--- src/rtl/assert_macros.svh ---
// Assertion macros shared by the RTL files.
`ifndef ASSERT_MACROS_SVH
`define ASSERT_MACROS_SVH
`ifndef SYNTHESIS
`define AST_IMPLY(lbl, clk, rst_n, ante, cons) \
    lbl: assert property (@(posedge clk) disable iff (!rst_n) (ante) |-> (cons)) \
        else $error("assertion failed");
`define AST_NEXT(lbl, clk, rst_n, ante, cons) \
    lbl: assert property (@(posedge clk) disable iff (!rst_n) (ante) |=> (cons)) \
        else $error("assertion failed");
`else
`define AST_IMPLY(lbl, clk, rst_n, ante, cons)
`define AST_NEXT(lbl, clk, rst_n, ante, cons)
`endif
`endif

--- src/rtl/fcache_pkg.sv ---
`timescale 1ns / 1ps
package fcache_pkg;
    localparam int unsigned Sources = 16;
    localparam int unsigned Ways = 8;
    localparam int unsigned SrcW = $clog2(Sources);
    localparam int unsigned WayW = $clog2(Ways);
    localparam int unsigned SlotW = SrcW + WayW;
    localparam int unsigned Slots = Sources * Ways;
    localparam logic [15:0] DefaultFrameMs = 16'd33;

    localparam logic [1:0] KIND_LOOKUP = 2'd0;
    localparam logic [1:0] KIND_STORE  = 2'd1;
    localparam logic [1:0] KIND_SETDUR = 2'd2;
    localparam logic [1:0] KIND_DROP   = 2'd3;

    localparam logic [1:0] ST_HIT     = 2'd0;
    localparam logic [1:0] ST_NEAR    = 2'd1;
    localparam logic [1:0] ST_NONE    = 2'd2;
    localparam logic [1:0] ST_DONE    = 2'd3;

    typedef struct packed {
        logic [1:0]  kind;
        logic [3:0]  source;
        logic [31:0] time_ms;
        logic [11:0] width;
        logic [11:0] height;
        logic [15:0] picture;
        logic [15:0] frame_ms;
    } t_in_word;

    typedef struct packed {
        logic [1:0]  status;
        logic [15:0] picture_out;
        logic        evicted;
    } t_out_word;

    typedef struct packed {
        logic [31:0] time_ms;
        logic [11:0] width;
        logic [11:0] height;
        logic [15:0] picture;
        logic [31:0] use_stamp;
        logic [31:0] order;
    } t_entry;

    typedef struct packed {
        logic             start;
        logic [31:0]      dividend;
        logic [15:0]      divisor;
    } t_div_req;
endpackage

--- src/rtl/fcache_div.sv ---
`timescale 1ns / 1ps
`include "assert_macros.svh"
module fcache_div (
    input  logic                  i_clk,
    input  logic                  i_rst_n,
    input  fcache_pkg::t_div_req  i_req,
    output logic                  o_done,
    output logic [31:0]           o_quot
);
    logic [31:0] r_quot, n_quot;
    logic [16:0] r_rem, n_rem;
    logic [15:0] r_dvs;
    logic [5:0]  r_cnt;
    logic        r_busy;
    logic        r_done;
    logic [16:0] w_sh;

    always_comb begin
        w_sh = {r_rem[15:0], r_quot[31]};
        n_quot = {r_quot[30:0], 1'b0};
        n_rem = w_sh;
        if (w_sh >= {1'b0, r_dvs}) begin
            n_rem = w_sh - {1'b0, r_dvs};
            n_quot[0] = 1'b1;
        end
    end

    always_ff @(posedge i_clk) begin
        if (!i_rst_n) begin
            r_busy <= 1'b0;
            r_done <= 1'b0;
            r_cnt <= '0;
        end else begin
            r_done <= r_busy && !i_req.start && (r_cnt == 6'd1);
            if (i_req.start) begin
                r_busy <= 1'b1;
                r_cnt <= 6'd32;
                r_quot <= i_req.dividend;
                r_rem <= '0;
                r_dvs <= i_req.divisor;
            end else if (r_busy) begin
                r_quot <= n_quot;
                r_rem <= n_rem;
                r_cnt <= r_cnt - 6'd1;
                if (r_cnt == 6'd1) begin
                    r_busy <= 1'b0;
                end
            end
        end
    end

    assign o_done = r_done;
    assign o_quot = r_quot;

    `AST_NEXT(a_div_done, i_clk, i_rst_n, r_busy && r_cnt == 6'd1 && !i_req.start, o_done)
    `AST_IMPLY(a_div_cnt, i_clk, i_rst_n, r_busy, r_cnt != 6'd0)
    `AST_NEXT(a_div_idle, i_clk, i_rst_n, !r_busy && !i_req.start, !o_done)
endmodule

--- config.mk ---
export PLATFORM = sky130hd
export DESIGN_NAME = fcache_div
export DESIGN_NICKNAME = d
export VERILOG_FILES = /design/src/rtl/fcache_pkg.sv /design/src/rtl/fcache_div.sv
export VERILOG_INCLUDE_DIRS = /design/src /design/src/rtl
export SDC_FILE = /design/constraint.sdc
export NUM_CORES = 1
export LEC_CHECK = 0
export ABC_AREA = 1
export CORE_MARGIN = 2
export CORE_UTILIZATION = 67
export CTS_BUF_LIST = sky130_fd_sc_hd__clkbuf_16
export DETAILED_ROUTE_END_ITERATION = 10
export DONT_BUFFER_PORTS = 1
export PLACE_DENSITY = 0.84
export SETUP_SLACK_MARGIN = 0.1
export SYNTH_ARGS = -nofsm -noshare
export SYNTH_HDL_FRONTEND = slang
export SYNTH_SLANG_ARGS = --single-unit
--- constraint.sdc ---
create_clock -name i_clk -period 3.39 [get_ports i_clk]
set_input_delay 0.339 -clock i_clk [delete_from_list [all_inputs] [get_ports i_clk]]
set_output_delay 0.339 -clock i_clk [all_outputs]
set_load 0.005 [all_outputs]
==> metrics <==
status complete, no violations; Worst path max stage delay 0.43 ns; top_reg_cell synth edfxtp_1; clock network power share 36.4%; top area cells in the synthesized netlist edfxtp_1 46%, nand2_1 20%, inv_1 6.5%, ha_1 5.3%, nor2_1 4.7%; Post-synth EDFFs 64; Root Buffer clkbuf_16; Slew Limit Fails 0; Slew @ Worst Pin 1.09 ns; Final Power 2.77 mW; input/output buffers 0; cts repair resizes 0; Startpoint Class flop; Seq/Total Area, Yosys 49.3%; async set-reset flop share out of synthesis 0%; DIE WIDTH 83.4 um; starting density of the core 70.5%; die height 83.4 um; Vias 3391; die area 6950 um^2; Reg2Reg Depth 14; DP HPWL 6.47 mm; DR top layer met4; critical path fanouts, max 4; initial antenna violation count 0; combinational power share 22.6%; Synth Warn # 0; Starting DRT DRC Count 215; CP Depth 14; Distinct cells, synth 32; Synth Register Bits 72; Total GRT Usage 27.4%; unrepaired setup endpoints after global routing no; I/O pins 84; Area Overhead vs Synth 8.68%; post-route minimum period 2.29 ns; Max clock buf depth 2; Sum Neg Setup Slack 0 ns; Syn Inst Count 530; Buf+Inv Stages, Crit Path 2; slowest CP cell fa_1; Worst Path Required 3.48 ns; Most Frequent Cell on Critical Path nand2_1; Slew HR 27.3%; hold buffer count at CTS 0; post-synth top area cell edfxtp_1; largest net degree at the start of global routing 49; pwr/cell area 604 nW/um^2; worst vdd rail ir drop 0.537 mV; Yosys top cell area share 45.5%; Mapped Area 4220 um^2; hold path depth 0; Core Area 5990 um^2; Setup Buffers After CTS 0; Setup-failing EPs final 0; HP Class in -> reg; CP Capture Type flop; Clock Latency Late Sink 0.33 ns; syn nets 600; clock sink count 72; Pleak 2.26 nW; Fmax 0.437 GHz; final RePlAce weighted congestion 0.998; switch share 30.1%; drt wl/cell 14.9 um; Worst-path clk slew 0.06 ns; Fin. Hold Viols 0; worst path arrival time 2.37 ns; Detailed Routing Iterations Pass 1 5; crit-path leading delay family simple AND/OR/NAND/NOR gates; number of cell rows 28; final wirelength 9.10 mm; total congestion overflow 0; post-route ant nets 0; layout cells sized above 1 6.72%; switching power 0.836 mW; vias in the first global route 3225; drt drc 0; final worst-path cycle share 67.4%; max-cap viol count 0; Pint 1.94 mW; Setup Skew 0.00394 ns; Crit Path Class reg -> reg; DR WL met2 4.32 mm; CP cell instances inv_1, ha_1, inv_1, fa_1, nand3_1, nand3_1, nand2_1, nand2_1, nand2_1, nand2_1, nand2_1, nand2_1, nor2_1, nor2_1; Metal-1 WL 3.70 mm; syn avg cell area 7.97 um^2; CTS Buf Count 9; via-per-instance ratio 5.55; global-route wire length before repair 14.9 mm; Final nets 601; H-tree depth 3; routed wl met3 887 um; top-count cell post-synth nand2_1; TritonCTS clock tree built; most frequent cells after synthesis 225 x nand2_1, 73 x inv_1, 64 x edfxtp_1; Antenna Cells 0; Reg power frac 41.0%
## final timing paths
| path | from | end | slack, ns |
|---|---|---|---|
| setup / recovery | o_quot[31] | r_rem[14] | 1.10 |
| hold / removal | i_req[10] | r_dvs[10] | 0.1 |
| setup reg to reg | o_quot[31] | r_rem[14] | 1.10 |
| hold reg to reg | r_cnt[0] | r_cnt[0] | 0.52 |
## layout make-up
cell class	instances	area [um^2]
flip-flops and latches	72	2080
clock inverters	7	95.1
fillers	426	1400
clock buffers	9	225
well taps	75	93.8
inverters	77	289
repair buffers	1	7.51
multi-input cells	370	1800
## metrics by stage
step,hold WS [ns],cell area (um^2),std cells,utilization [%],worst slack [ns]
finish,0.0971,4590,611,76.6,1.10
global route,0.0909,4590,611,76.6,0.953
CTS,0.0918,4590,611,76.6,1.15
detailed placement,0.438,4270,595,71.3,1.16
global placement,0.438,4270,595,71.3,1.22
floorplan,0.438,4220,530,-,1.25
## cell usage in the layout, fill, tap and decap left out, drive strengths merged, types with 2 or more instances in the layout
cell type / n
xor2: 3
clkinv: 3
nor3b: 3
nor3: 5
edfxtp: 64
xnor2: 3
nand3: 20
nand4: 5
o21ai: 4
nand3b: 6
nor2: 57
inv: 78
bufinv: 2
clkbuf: 9
a21oi: 10
ha: 18
dfxtp: 8
nand2: 231
## power by group through the flow
stage | Sequential, mW | Clock, mW | Combinational, mW
2_1_floorplan | 1.13 | 0 | 0.497
3_3_place_gp | 1.15 | 0 | 0.593
3_5_place_dp | 1.15 | 0 | 0.610
4_1_cts | 1.14 | 1.02 | 0.620
5_1_grt | 1.14 | 1.04 | 0.714
6_report | 1.14 | 1.01 | 0.627
## per-layer routing
metal / vias to the layer above / track usage [%]
met5: - / 0
met4: 0 / 11.3
met3: 23 / 6.76
met2: 178 / 44.7
met1: 1531 / 35.0
li1: 1659 / -
## flip-flops by register name (all words and copies together), names as in the netlist
name	flops
r_busy	1
o_quot	32
o_done	1
r_rem	16
r_dvs	16
r_cnt	6
## worst reg2reg max path, stage by stage, from the launching register on
cell      delay, ns
edfxtp_1       0.41
inv_1          0.12
ha_1           0.15
inv_1          0.08
fa_1           0.43
nand3_1        0.11
nand3_1        0.18
nand2_1        0.11
nand2_1        0.08
nand2_1        0.08
nand2_1        0.05
nand2_1        0.06
nand2_1        0.04
nor2_1         0.09
nor2_1         0.05
## cell families (layout without fill, tap and decap cells)
kind of cell | Yosys count | in the layout | share of synthesized area, %
AO/OA/AOI/OAI | 16 | 16 | 2.64
AND/OR/NAND/NOR | 329 | 329 | 32.8
adder cells (fa/ha/maj) | 19 | 19 | 5.81
XOR/XNOR | 6 | 6 | 1.24
flip-flops | 72 | 72 | 49.3
buffers and inverters | 88 | 94 | 8.21
No activity file was read; power rests on OpenSTA's default activity.
